$ cat src/sv/mrsr_pkg.sv
// ----------------------------------------------------------------------------
// mrsr_pkg
// Shared types and constants of the Markov ring signal router.
// ----------------------------------------------------------------------------
package mrsr_pkg;

  localparam int unsigned CH_W     = 4;
  localparam int unsigned SMP_W    = 16;
  localparam int unsigned DRAW_W   = 16;
  localparam int unsigned POS_W    = 2;
  localparam int unsigned PROB_W   = 17;
  localparam int unsigned NUM_PROBS = 8;
  localparam int unsigned PIDX_W   = 3;

  localparam logic [PROB_W-1:0] Q16_ONE    = 17'd65536;
  localparam logic [PROB_W-1:0] PROB_RESET = 17'd21824;
  localparam logic signed [SMP_W-1:0] TRIG_HIGH = 16'sd2048;
  localparam logic signed [SMP_W-1:0] TRIG_LOW  = 16'sd0;

  // Ring positions.
  localparam logic [POS_W-1:0] POS_A = 2'd0;

  // Backward and forward probability of one ring state.
  typedef struct packed {
    logic [PROB_W-1:0] pb;
    logic [PROB_W-1:0] pf;
  } prob_pair_t;

  function automatic logic [PROB_W-1:0] clamp_prob(input logic [PROB_W-1:0] p);
    clamp_prob = (p > Q16_ONE) ? Q16_ONE : p;
  endfunction

endpackage

$ cat src/sv/mrsr_step_decide.sv
// ----------------------------------------------------------------------------
// mrsr_step_decide
// Chooses forward, backward or stay for one trigger edge by comparing the
// scaled random draw against the cumulative probabilities.
// ----------------------------------------------------------------------------
module mrsr_step_decide (
  input  mrsr_pkg::prob_pair_t                probs,
  input  logic [mrsr_pkg::POS_W-1:0]          pos,
  input  logic [mrsr_pkg::DRAW_W-1:0]         draw,
  output logic [mrsr_pkg::POS_W-1:0]          pos_next
);

  logic [mrsr_pkg::PROB_W-1:0] pb;
  logic [mrsr_pkg::PROB_W-1:0] pf;
  logic [mrsr_pkg::PROB_W:0]   sum;
  logic [mrsr_pkg::PROB_W:0]   scale;
  logic [33:0]                 lhs;
  logic [33:0]                 fwd_lim;
  logic [33:0]                 bwd_lim;

  always_comb begin
    pb    = mrsr_pkg::clamp_prob(probs.pb);
    pf    = mrsr_pkg::clamp_prob(probs.pf);
    sum   = {1'b0, pb} + {1'b0, pf};
    // Scaling by the sum, when it exceeds one, is folded into the draw side of the comparison.
    scale = (sum > {1'b0, mrsr_pkg::Q16_ONE}) ? sum : {1'b0, mrsr_pkg::Q16_ONE};
    lhs     = 34'({18'd0, draw} * {16'd0, scale});
    fwd_lim = {1'b0, pf, 16'd0};
    bwd_lim = {sum, 16'd0};
    if (lhs < fwd_lim) begin
      pos_next = pos + 2'd1;
    end else if (lhs < bwd_lim) begin
      pos_next = pos - 2'd1;
    end else begin
      pos_next = pos;
    end
  end

endmodule

$ cat src/sv/markov_ring_signal_router_core.sv
// ----------------------------------------------------------------------------
// markov_ring_signal_router_core
// Per-channel four-state Markov ring with a Schmitt trigger that routes one
// of four signals to the output.
// ----------------------------------------------------------------------------
// A word is accepted every cycle while the output register is free or being
// drained. A word first reads the channel's state from a registered-read state
// memory into stage one; stage one then runs the trigger and step decision,
// writes the state back and loads the output register. Back-to-back words
// for the same channel are served by a bypass of the state being written.
// State resets to state A with the trigger low through per-entry valid bits,
// so no clearing pass is needed. Words whose channel is at or above
// NUM_CHANNELS touch no state and return state A with signal A and no step.
module markov_ring_signal_router_core #(
  parameter int unsigned NUM_CHANNELS = 16
) (
  input  logic         clk,
  input  logic         rst_n,
  input  logic         in_tvalid,
  output logic         in_tready,
  // tdata fields from bit 0: trig_level, sig_a, sig_b, sig_c, sig_d, random_draw
  input  logic [95:0]  in_tdata,
  // tuser fields from bit 0: channel
  input  logic [3:0]   in_tuser,
  output logic         out_tvalid,
  input  logic         out_tready,
  // tdata fields from bit 0: ring_state, routed_signal, stepped, zero fill
  output logic [23:0]  out_tdata,
  // tuser fields from bit 0: channel_out
  output logic [3:0]   out_tuser,
  input  logic         cfg_we,
  input  logic [2:0]   cfg_idx,
  input  logic [16:0]  cfg_data
);

  localparam int unsigned CH_AW   = (NUM_CHANNELS > 1) ? $clog2(NUM_CHANNELS) : 1;
  localparam int unsigned CH_EXTW = (CH_AW > mrsr_pkg::CH_W) ? CH_AW : mrsr_pkg::CH_W;
  localparam int unsigned ST_W    = mrsr_pkg::POS_W + 1;

  // Configuration registers.
  logic [mrsr_pkg::PROB_W-1:0] probs_r [mrsr_pkg::NUM_PROBS];

  // State memory: bit 2 is the trigger flag, bits 1:0 the ring position.
  logic [ST_W-1:0]          mem [NUM_CHANNELS];
  logic [NUM_CHANNELS-1:0]  vld_r;
  logic [ST_W-1:0]          rd_mem_r;
  logic                     rd_vld_r;

  // Stage one.
  logic                          s1_v_r;
  logic [mrsr_pkg::CH_W-1:0]     s1_ch_r;
  logic                          s1_inr_r;
  logic signed [mrsr_pkg::SMP_W-1:0] s1_trig_r;
  logic [mrsr_pkg::SMP_W-1:0]    s1_sig_r [4];
  logic [mrsr_pkg::DRAW_W-1:0]   s1_draw_r;
  logic                          byp_r;
  logic [ST_W-1:0]               byp_data_r;

  // Output register.
  logic                          out_v_r;
  logic [mrsr_pkg::CH_W-1:0]     out_ch_r;
  logic [mrsr_pkg::POS_W-1:0]    out_pos_r;
  logic [mrsr_pkg::SMP_W-1:0]    out_sig_r;
  logic                          out_step_r;

  logic                          s1_adv;
  logic                          in_acc;
  logic [mrsr_pkg::CH_W-1:0]     in_ch;
  logic [CH_EXTW-1:0]            in_ch_ext;
  logic [CH_AW-1:0]              in_idx;
  logic [CH_AW-1:0]              s1_idx;
  logic [CH_EXTW-1:0]            s1_ch_ext;
  logic                          in_inr;
  logic                          byp_nxt;

  logic [ST_W-1:0]               cur_st;
  logic [mrsr_pkg::POS_W-1:0]    cur_pos;
  logic                          armed_nxt;
  logic                          edge_seen;
  logic [mrsr_pkg::POS_W-1:0]    dec_pos;
  logic [mrsr_pkg::POS_W-1:0]    new_pos;
  logic [ST_W-1:0]               new_st;
  mrsr_pkg::prob_pair_t          sel_probs;

  assign s1_adv    = !out_v_r || out_tready;
  assign in_tready = !s1_v_r || s1_adv;
  assign in_acc    = in_tvalid && in_tready;

  assign in_ch     = in_tuser;
  assign in_ch_ext = CH_EXTW'(in_ch);
  assign in_idx    = in_ch_ext[CH_AW-1:0];
  assign in_inr    = 32'(in_ch) < NUM_CHANNELS;
  assign s1_ch_ext = CH_EXTW'(s1_ch_r);
  assign s1_idx    = s1_ch_ext[CH_AW-1:0];

  // A word that follows one of the same channel reads stale memory data.
  assign byp_nxt = s1_v_r && s1_inr_r && in_inr && (s1_ch_r == in_ch);

  always_comb begin
    if (byp_r) begin
      cur_st = byp_data_r;
    end else if (rd_vld_r) begin
      cur_st = rd_mem_r;
    end else begin
      cur_st = '0;
    end
    cur_pos   = cur_st[mrsr_pkg::POS_W-1:0];
    armed_nxt = cur_st[ST_W-1];
    edge_seen = 1'b0;
    if (cur_st[ST_W-1]) begin
      if (s1_trig_r <= mrsr_pkg::TRIG_LOW) begin
        armed_nxt = 1'b0;
      end
    end else if (s1_trig_r >= mrsr_pkg::TRIG_HIGH) begin
      armed_nxt = 1'b1;
      edge_seen = s1_inr_r;
    end
    sel_probs.pb = probs_r[{cur_pos, 1'b0}];
    sel_probs.pf = probs_r[{cur_pos, 1'b1}];
  end

  mrsr_step_decide u_decide (
    .probs    (sel_probs),
    .pos      (cur_pos),
    .draw     (s1_draw_r),
    .pos_next (dec_pos)
  );

  always_comb begin
    if (!s1_inr_r) begin
      new_pos = mrsr_pkg::POS_A;
    end else if (edge_seen) begin
      new_pos = dec_pos;
    end else begin
      new_pos = cur_pos;
    end
    new_st = {armed_nxt, new_pos};
  end

  // Configuration.
  always_ff @(posedge clk) begin
    if (!rst_n) begin
      for (int i = 0; i < mrsr_pkg::NUM_PROBS; i++) begin
        probs_r[i] <= mrsr_pkg::PROB_RESET;
      end
    end else if (cfg_we) begin
      probs_r[cfg_idx] <= cfg_data;
    end
  end

  // State memory with registered read.
  always_ff @(posedge clk) begin
    if (s1_v_r && s1_adv && s1_inr_r) begin
      mem[s1_idx] <= new_st;
    end
    if (in_acc && in_inr) begin
      rd_mem_r <= mem[in_idx];
    end
  end

  // Control state.
  always_ff @(posedge clk) begin
    if (!rst_n) begin
      vld_r    <= '0;
      s1_v_r   <= 1'b0;
      out_v_r  <= 1'b0;
      rd_vld_r <= 1'b0;
      byp_r    <= 1'b0;
    end else begin
      if (s1_v_r && s1_adv && s1_inr_r) begin
        vld_r[s1_idx] <= 1'b1;
      end
      if (in_acc) begin
        rd_vld_r <= in_inr && vld_r[in_idx];
        byp_r    <= byp_nxt;
      end
      if (in_tready) begin
        s1_v_r <= in_tvalid;
      end
      if (s1_adv) begin
        out_v_r <= s1_v_r;
      end
    end
  end

  // Payload.
  always_ff @(posedge clk) begin
    if (in_acc) begin
      s1_ch_r     <= in_ch;
      s1_inr_r    <= in_inr;
      s1_trig_r   <= in_tdata[15:0];
      s1_sig_r[0] <= in_tdata[31:16];
      s1_sig_r[1] <= in_tdata[47:32];
      s1_sig_r[2] <= in_tdata[63:48];
      s1_sig_r[3] <= in_tdata[79:64];
      s1_draw_r   <= in_tdata[95:80];
      byp_data_r  <= new_st;
    end
    if (s1_v_r && s1_adv) begin
      out_ch_r   <= s1_ch_r;
      out_pos_r  <= new_pos;
      out_sig_r  <= s1_sig_r[new_pos];
      out_step_r <= edge_seen;
    end
  end

  assign out_tvalid = out_v_r;
  assign out_tuser  = out_ch_r;
  assign out_tdata  = {5'd0, out_step_r, out_sig_r, out_pos_r};

  // Assertions.
  a_no_accept_on_stall: assert property (@(posedge clk) disable iff (!rst_n)
    in_acc |-> (!s1_v_r || s1_adv))
    else $error("word accepted while stage one is stalled");

  a_stall_holds: assert property (@(posedge clk) disable iff (!rst_n)
    (s1_v_r && !s1_adv) |=> s1_v_r)
    else $error("stage one word lost during output stall");

  a_bypass_source: assert property (@(posedge clk) disable iff (!rst_n)
    (in_acc && byp_nxt) |=> (byp_r && s1_v_r && s1_inr_r))
    else $error("bypass taken without an in-range predecessor");

  a_out_of_range: assert property (@(posedge clk) disable iff (!rst_n)
    (s1_v_r && s1_adv && !s1_inr_r) |=>
      (out_v_r && out_pos_r == mrsr_pkg::POS_A && !out_step_r))
    else $error("out-of-range channel produced a step");

endmodule

$ cat config.mk
export PLATFORM = sky130hd
export DESIGN_NAME = markov_ring_signal_router_core
export DESIGN_NICKNAME = d
export VERILOG_FILES = /design/src/sv/mrsr_pkg.sv /design/src/sv/mrsr_step_decide.sv /design/src/sv/markov_ring_signal_router_core.sv
export SDC_FILE = /design/constraint.sdc
export NUM_CORES = 1
export LEC_CHECK = 0
export ABC_AREA = 1
export BUFFER_PORTS_ARGS = -buffer_cell sky130_fd_sc_hd__buf_2
export CORE_MARGIN = 1
export CORE_UTILIZATION = 65
export DETAILED_ROUTE_END_ITERATION = 7
export GPL_TIMING_DRIVEN = 0
export PLACE_DENSITY = 0.89
export SYNTH_ARGS = -nofsm -noshare
export SYNTH_HDL_FRONTEND = slang
export SYNTH_SLANG_ARGS = --single-unit
export TNS_END_PERCENT = 50
$ cat constraint.sdc
create_clock -name clk -period 19.89 [get_ports clk]
set_input_delay 1.989 -clock clk [delete_from_list [all_inputs] [get_ports clk]]
set_output_delay 1.989 -clock clk [all_outputs]
set_load 0.01 [all_outputs]
==> results of run 1 <==
-- final timing paths --
kind,from,cells past startpoint,endpoint
min reg2reg,vld_r[2],2,vld_r[2]
max,byp_r,74,out_sig_r[5]
min,vld_r[2],2,vld_r[2]
max reg2reg,byp_r,74,out_sig_r[5]
-- stage by stage --
stage | setup WS [ps] | hold slack (ps) | std cells | util [%] | area [um^2]
after detailed placement | 5330 | 459 | 3548 | 69.6 | 26900
final | 4780 | 472 | 3612 | 72.4 | 28000
after global placement | 5590 | 445 | 3547 | 69.5 | 26900
after CTS | 5260 | 475 | 3610 | 72.4 | 28000
after floorplan | 8500 | 435 | 2880 | - | 25500
after global routing | 3850 | 504 | 3612 | 72.4 | 28000
-- state kept, by name, indices dropped and copies added, names as in the netlist, 16 cells and up --
| signal | flops |
|---|---|
| out_sig_r | 16 |
| s1_sig_r | 64 |
| vld_r | 16 |
| mem | 48 |
| s1_draw_r | 16 |
| s1_trig_r | 16 |
| probs_r | 136 |
-- cells in the final DEF (no fill, tap or decap), drive strengths merged, types with 3 or more instances in the layout --
master,synthesis,final
clkinv,6,19
xor2,13,13
clkbuf,54,98
conb,1,5
o31ai,4,4
nand3b,18,18
a22oi,4,4
nor2,414,414
o221ai,10,10
fa,222,222
ha,148,148
o211ai,5,5
dfxtp,20,20
mux2i,10,10
edfxtp,313,313
nand3,183,183
a21oi,75,75
o32ai,6,6
a31oi,5,5
nand4,20,20
nor3,10,10
o21ai,40,40
a21boi,3,3
nor4,8,8
xnor2,10,10
nand2,705,705
inv,505,507
a21o,4,4
buf,46,196
-- cells by family after synthesis --
group / Yosys count
buffers and inverters: 611
adder cells (fa/ha/maj): 370
flip-flops: 333
AND/OR/NAND/NOR: 1361
other: 1
multiplexers: 10
XOR/XNOR: 23
AO/OA/AOI/OAI: 167
-- metal layers --
layer | vias to the layer above | routed length (um) | track usage, %
met3 | 300 | 7710 | 6.92
met2 | 1421 | 34800 | 61.8
li1 | 9436 | - | -
met4 | 0 | 4010 | 20.1
met1 | 10100 | 24600 | 43.5
met5 | - | 0 | 0
-- layout make-up --
type | instances | area, um^2 | share of cell area, %
well taps | 518 | 648 | 2.32
diodes | 2 | 5.00 | 0.0179
clock inverters | 18 | 151 | 0.541
flip-flops and latches | 333 | 9800 | 35.0
clock buffers | 44 | 931 | 3.33
multi-input cells | 1936 | 13200 | 47.3
plain buffers | 100 | 502 | 1.79
repair buffers | 150 | 773 | 2.76
inverters | 511 | 1920 | 6.87
-- worst max-delay path: cells and delay by family, from the launching register on --
family / cells / cell delay, ps
AND/OR/NAND/NOR: 39 / 5020
adder cells (fa/ha/maj): 9 / 3820
buffers and inverters: 12 / 2720
AO/OA/AOI/OAI: 12 / 2510
XOR/XNOR: 2 / 470
flip-flops: 1 / 310
==> summary.txt, run 1 <==
STA
  – Slew HR: 21.8%
  – Fin. Hold Viols: 0
  – Peak Freq: 66.2 MHz
  – Final setup viols: 0
  – RSZ-0062 raised after global routing: no
  – Worst clock skew: about 37 ps
  – Period utilization: 76.0%
  – Slew Viols, Final: 0
  – Tightest Pin Transition: 1170 ps
  – Tmin final: roughly 15000 ps
  – Setup TNS: 0 ps

Placement
  – Placer Congestion: 0.983
  – DPL Wire Length: ~52000 um
  – Number of port buffers: 149

Worst setup path
  – Crit path max-delay cell type: clkinv_1
  – Critical Path AT: between 15000 and 20000 ps
  – Cell mode on critical path: nand2_1
  – Largest fanout on the critical path: 10
  – CP peak stage delay: 790 ps
  – Setup slack, reg-to-reg: 4780 ps
  – CP Capture Type: flip-flop
  – Required time of the critical path: slightly above 20000 ps
  – Startpoint Class: flip-flop
  – CP Class: reg2reg

GRT
  – Initial antenna violation count: 2
  – Remaining Overflow, GRT: 0
  – Largest net degree at the start of global routing: 76
  – Vias in the first global route: 21300
  – GRT Total Usage: roughly 36%
  – First-pass GRT wire length: 110000 um

Floorplanning
  – Num ports: 155
  – Die width: 200 um
  – Core ar.: 38600 um^2
  – Die Y: 200 um
  – Die ar.: ~40000 um^2
  – # rows: 72
  – Starting Density: 65.9%

Synthesis
  – Syn Area/Cell: about 9 um^2
  – Area of the mapped netlist: roughly 25000 um^2
  – Warnings, synthesis: 0
  – Largest family of logic cells by synthesized area: adder cells
  – #FFs+latches synth: 333
  – Post-Synth XOR/XNOR Area: less than 1%
  – Top cell type's share of synthesized area: 36.9%
  – Synth Area in Adders: 24.7%
  – Multiplexer area fraction after synthesis: 0.393%
  – EDFF count, synth: 313
  – Synth area leaders: edfxtp_1 (37%), fa_1 (17%), nand2_1 (10%)
  – Simple-Gate Fraction of Synth Area: roughly 22%
  – Yosys top cell by area: edfxtp_1
  – Async SR Flop Fraction: 0%
  – Post-synthesis cell type count: 52
  – Compound-Gate Fraction of Synth Area: ~3.9%
  – Post-synthesis sequential area ratio: roughly two fifths
  – Post-synth top cells: nand2_1 (681), inv_1 (497), nor2_1 (411)
  – Cell count after synthesis: about 2900
  – Most frequent cell after synthesis: nand2_1
  – Primary FF master, synth: edfxtp_1

Clock tree
  – Hold buffer count at cts: 0
  – H-tree levels: 2
  – Clk sinks: 333
  – Total CTS buffers: 35
  – Later-pin clock latency in the skew report: 560 ps
  – CTS Buffer Depth: 3
  – Setup bufs post-CTS: 0
  – Cts repair resizes: 0
  – CTS root buf: clkbuf_16
  – Clock tree from TritonCTS: yes
  – Clock-pin slew on the worst setup and hold paths: 70 ps

Route
  – Vias per inst: 5.88
  – Post-DR wirelength/cell: 19.7 um
  – Vias: approximately 21000
  – Routed Antenna Nets: 0
  – Final wirelength: 71200 um
  – Initial drt markers: 2584
  – Drt pass-1 iters: 6
  – DRC viols: 0

Final layout
  – Nets: 3562
  – Area Overhead vs Synth: 9.92%
  – Share of cells above drive strength 1: 9.12%
  – Fillers: 2746

Worst hold path
  – Hold WC Path Type: reg2reg

Status
  – Status: completed

Flow run
  – Max-cap violation count: 0
Power of run 1 is not shown: default switching activity piles up to over one toggle a cycle in this logic, so the estimate is an artifact.
==> run 2, diff against run 1 <==
- ABC_AREA: 1 -> 0
- CORE_UTILIZATION: 65 -> 63
- PLACE_DENSITY: 0.89 -> 0.87
- clock period: 19.89 -> 15.35 ns (I/O delays scaled with it)
==> summary.txt, run 2 <==
Status
  – Status: complete, but fails checks (was completed)
  – Failing checks: DRC

Route
  – DRC viols: 1 (was 0)
  – Post-DR wirelength/cell: 23.5 um (was 19.7 um)
  – Drt pass-1 iters: 8 (was 6)
  – Initial drt markers: 1865 (was 2584)
  – Vias per inst: 6.20 (was 5.88)
  – Vias: 17700 (was 21300)
  – Routed Antenna Nets: 0 (unchanged)
  – Final wirelength: 67200 um (was 71200 um)

Final layout
  – Share of cells above drive strength 1: 16.0% (was 9.12%)
  – Multi-input gate area: 13800 um^2 (was 13200 um^2)
  – Most common cell after layout, fill and taps aside: edfxtp_1 (was nand2_1)
  – Most frequent cells in the layout: edfxtp_1 (313), inv_1 (288), and2_1 (244), fa_1 (222), nand2_1 (206) (was nand2_1 (681), inv_1 (496), nor2_1 (411), edfxtp_1 (313), fa_1 (222))
  – Reg area: 9800 um^2 (about the same)
  – Area Overhead vs Synth: 11.3% (was 9.92%)
  – Top Registers: probs_r: 136 flops, s1_sig_r: 64 flops, mem: 48 flops (unchanged)
  – Fillers: 2557 (was 2746)
  – Max reg flops: 136 (unchanged)
  – Final core occ: 71.5% (was 72.4%)
  – Layout Cells excl Fill: 2861 (was 3612)
  – Nets: 2811 (was 3562)
  – Biggest register: probs_r (unchanged)
  – Fin area: 27800 um^2 (was 28000 um^2)

Worst setup path
  – Register-to-Register Path Depth: 61 (was 74)
  – Critical Path AT: 15210 ps (was 15420 ps)
  – Cell mode on critical path: fa_1 (was nand2_1)
  – Worst Setup EP: out_sig_r[6] (was out_sig_r[5])
  – CP Class: reg2reg (unchanged)
  – Critical path origin: rd_mem_r[0] (was byp_r)
  – Setup slack, reg-to-reg: 420 ps (was 4780 ps)
  – Crit path max-delay cell type: fa_1 (was clkinv_1)
  – Required time of the critical path: 15630 ps (was 20200 ps)
  – Largest fanout on the critical path: 27 (was 10)
  – CP peak stage delay: 580 ps (was 790 ps)
  – Reg2reg end: out_sig_r[6] (was out_sig_r[5])
  – Reg-to-Reg Start: rd_mem_r[0] (was byp_r)
  – Startpoint Class: flip-flop (unchanged)
  – CP Capture Type: flip-flop (unchanged)

Clock tree
  – Later-pin clock latency in the skew report: 560 ps (about the same)
  – Clock-pin slew on the worst setup and hold paths: 60 ps (was 70 ps)
  – Clock tree from TritonCTS: yes (unchanged)
  – CTS root buf: clkbuf_16 (unchanged)
  – Clk sinks: 333 (unchanged)
  – CTS Buffer Depth: 3 (unchanged)
  – Hold buffer count at cts: 0 (unchanged)
  – Total CTS buffers: 35 (unchanged)
  – H-tree levels: 2 (unchanged)

Synthesis
  – Synth area leaders: edfxtp_1 (38%), fa_1 (18%), ha_1 (7.4%) (was edfxtp_1 (37%), fa_1 (17%), nand2_1 (10%))
  – Yosys top cell by area: edfxtp_1 (unchanged)
  – Post-synthesis sequential area ratio: 39.3% (was 38.5%)
  – Async SR Flop Fraction: 0% (unchanged)
  – Post-synthesis cell type count: 95 (was 52)
  – Largest family of logic cells by synthesized area: adder cells (unchanged)
  – Area of the mapped netlist: 25000 um^2 (was 25500 um^2)
  – Multiplexer area fraction after synthesis: 5.95% (was 0.393%)
  – Post-Synth XOR/XNOR Area: 1.58% (was 0.791%)
  – Simple-Gate Fraction of Synth Area: 15.4% (was 22.2%)
  – Most frequent cell after synthesis: edfxtp_1 (was nand2_1)
  – Primary FF master, synth: edfxtp_1 (unchanged)
  – Top cell type's share of synthesized area: 37.7% (was 36.9%)
  – Warnings, synthesis: 0 (unchanged)
  – EDFF count, synth: 313 (unchanged)
  – Compound-Gate Fraction of Synth Area: 6.30% (was 3.90%)
  – Syn Area/Cell: 11.8 um^2 (was 8.85 um^2)
  – Cell count after synthesis: 2120 (was 2876)
  – Synth Area in Adders: 25.3% (was 24.7%)
  – Post-synth top cells: edfxtp_1 (313), inv_1 (289), and2_1 (245) (was nand2_1 (681), inv_1 (497), nor2_1 (411))
  – #FFs+latches synth: 333 (unchanged)

Power
  – Peak supply drop: 224 uV
  – Reg power frac: 19.3%
  – Gate power share: 66.7%
  – Total chip power: 5.85 mW
  – Sw Ratio: 45.4%
  – Power density cells: approximately 210 nW/um^2
  – NetSw: 2.65 mW
  – Proportion of power drawn by the clock network: 14.1%
  – Pleak: 11.8 nW
  – Cell-internal power: around 3.2 mW

Floorplanning
  – # rows: 72 (unchanged)
  – Die Y: 201 um (was 200 um)
  – Num ports: 155 (unchanged)
  – Starting Density: 64.3% (was 65.9%)
  – Die ar.: 40400 um^2 (was 40000 um^2)
  – Die width: 201 um (was 200 um)
  – Core ar.: 38800 um^2 (was 38600 um^2)

STA
  – Fin worst setup slack: 418 ps (was 4780 ps)
  – Peak Freq: 67.0 MHz (was 66.2 MHz)
  – Slew HR: 7.60% (was 21.8%)
  – Setup TNS: 0 ps (unchanged)
  – Hold Slack: 468 ps (was 472 ps)
  – Period utilization: 97.3% (was 76.0%)
  – Tmin final: 14930 ps (was 15110 ps)
  – Fin. Hold Viols: 0 (unchanged)
  – Slew Viols, Final: 0 (unchanged)
  – Worst clock skew: 18.2 ps (was 37.2 ps)
  – Tightest Pin Transition: 1390 ps (was 1170 ps)
  – Final setup viols: 0 (unchanged)

GRT
  – Initial antenna violation count: 3 (was 2)
  – First-pass GRT wire length: 103000 um (was 110000 um)
  – GRT Total Usage: 33.5% (was 36.3%)
  – Largest net degree at the start of global routing: 63 (was 76)
  – Vias in the first global route: 19000 (was 21300)
  – Remaining Overflow, GRT: 0 (unchanged)

Worst hold path
  – Hold WC Path Type: reg2reg (unchanged)
  – Hold Path Stages: 1 (was 2)

Placement
  – Post-Place Cells: 2793 (was 3548)
  – Number of port buffers: 149 (unchanged)
  – Dpl cell area: 26400 um^2 (was 26900 um^2)
  – DP Worst Slack: -1230 ps (was 5330 ps)
  – DPL Wire Length: 48200 um (was 52500 um)
  – Placer Congestion: 0.963 (was 0.983)

Flow run
  – Max-cap violation count: 0 (unchanged)
## run 2: routing by layer
layer | GRT usage, % | vias up | share of wire (%)
met1 | 40.2 | 8705 | 35
li1 | - | 7614 | -
met5 | 0 | - | 0.019
met3 | 6.20 | 270 | 9.2
met4 | 17.9 | 2 | 5.7
met2 | 57.4 | 1137 | 51
## run 2: cell families (layout without fill, tap and decap cells)
kind of cell,Yosys count,in the layout
AND/OR/NAND/NOR,718,718
other,1,6
XOR/XNOR,40,40
buffers and inverters,383,601
multiplexers,70,70
adder cells (fa/ha/maj),372,372
AO/OA/AOI/OAI,203,203
flip-flops,333,333
## run 2: timing repair
action	CTS	global route
buffers inserted	2	3
resized for setup	31	55
pin swaps	2	5
endpoints found under the setup margin	52	52
## run 2: worst max-delay path: cells and delay by family (launching register included)
family | cells | cell delay (ps)
multiplexers | 2 | 720
XOR/XNOR | 3 | 650
AO/OA/AOI/OAI | 19 | 4090
flip-flops | 1 | 450
AND/OR/NAND/NOR | 16 | 2710
adder cells (fa/ha/maj) | 10 | 4420
buffers and inverters | 11 | 1590
## run 2: worst min-delay path by stage
stage / from / endpoint
2_1_floorplan: s1_ch_ext[1] / out_tuser[1]
3_3_place_gp: s1_ch_ext[1] / out_tuser[1]
3_5_place_dp: s1_ch_ext[1] / out_tuser[1]
4_1_cts: vld_r[10] / vld_r[10]
5_1_grt: vld_r[2] / vld_r[2]
6_report: vld_r[10] / vld_r[10]
## run 2: final cells by class
class	instances	area share, %
inverter	290	3.93
tap	518	2.33
multi-input combinational	1408	49.6
timing repair buffer	156	3.03
buffer	92	1.87
clock inverter	20	0.667
sequential	333	35.3
clock buffer	43	3.26
antenna	1	0.00901
## run 2: power groups by stage
stage	Sequential [mW]	Combinational, mW	Clock, mW
6_report	1.13	3.90	0.823
5_1_grt	1.13	4.34	0.858
4_1_cts	1.12	3.78	0.822
3_5_place_dp	1.14	3.70	0
3_3_place_gp	1.14	3.54	0
2_1_floorplan	1.14	2.77	0
Note: power is estimated with default switching activity, not from simulation.
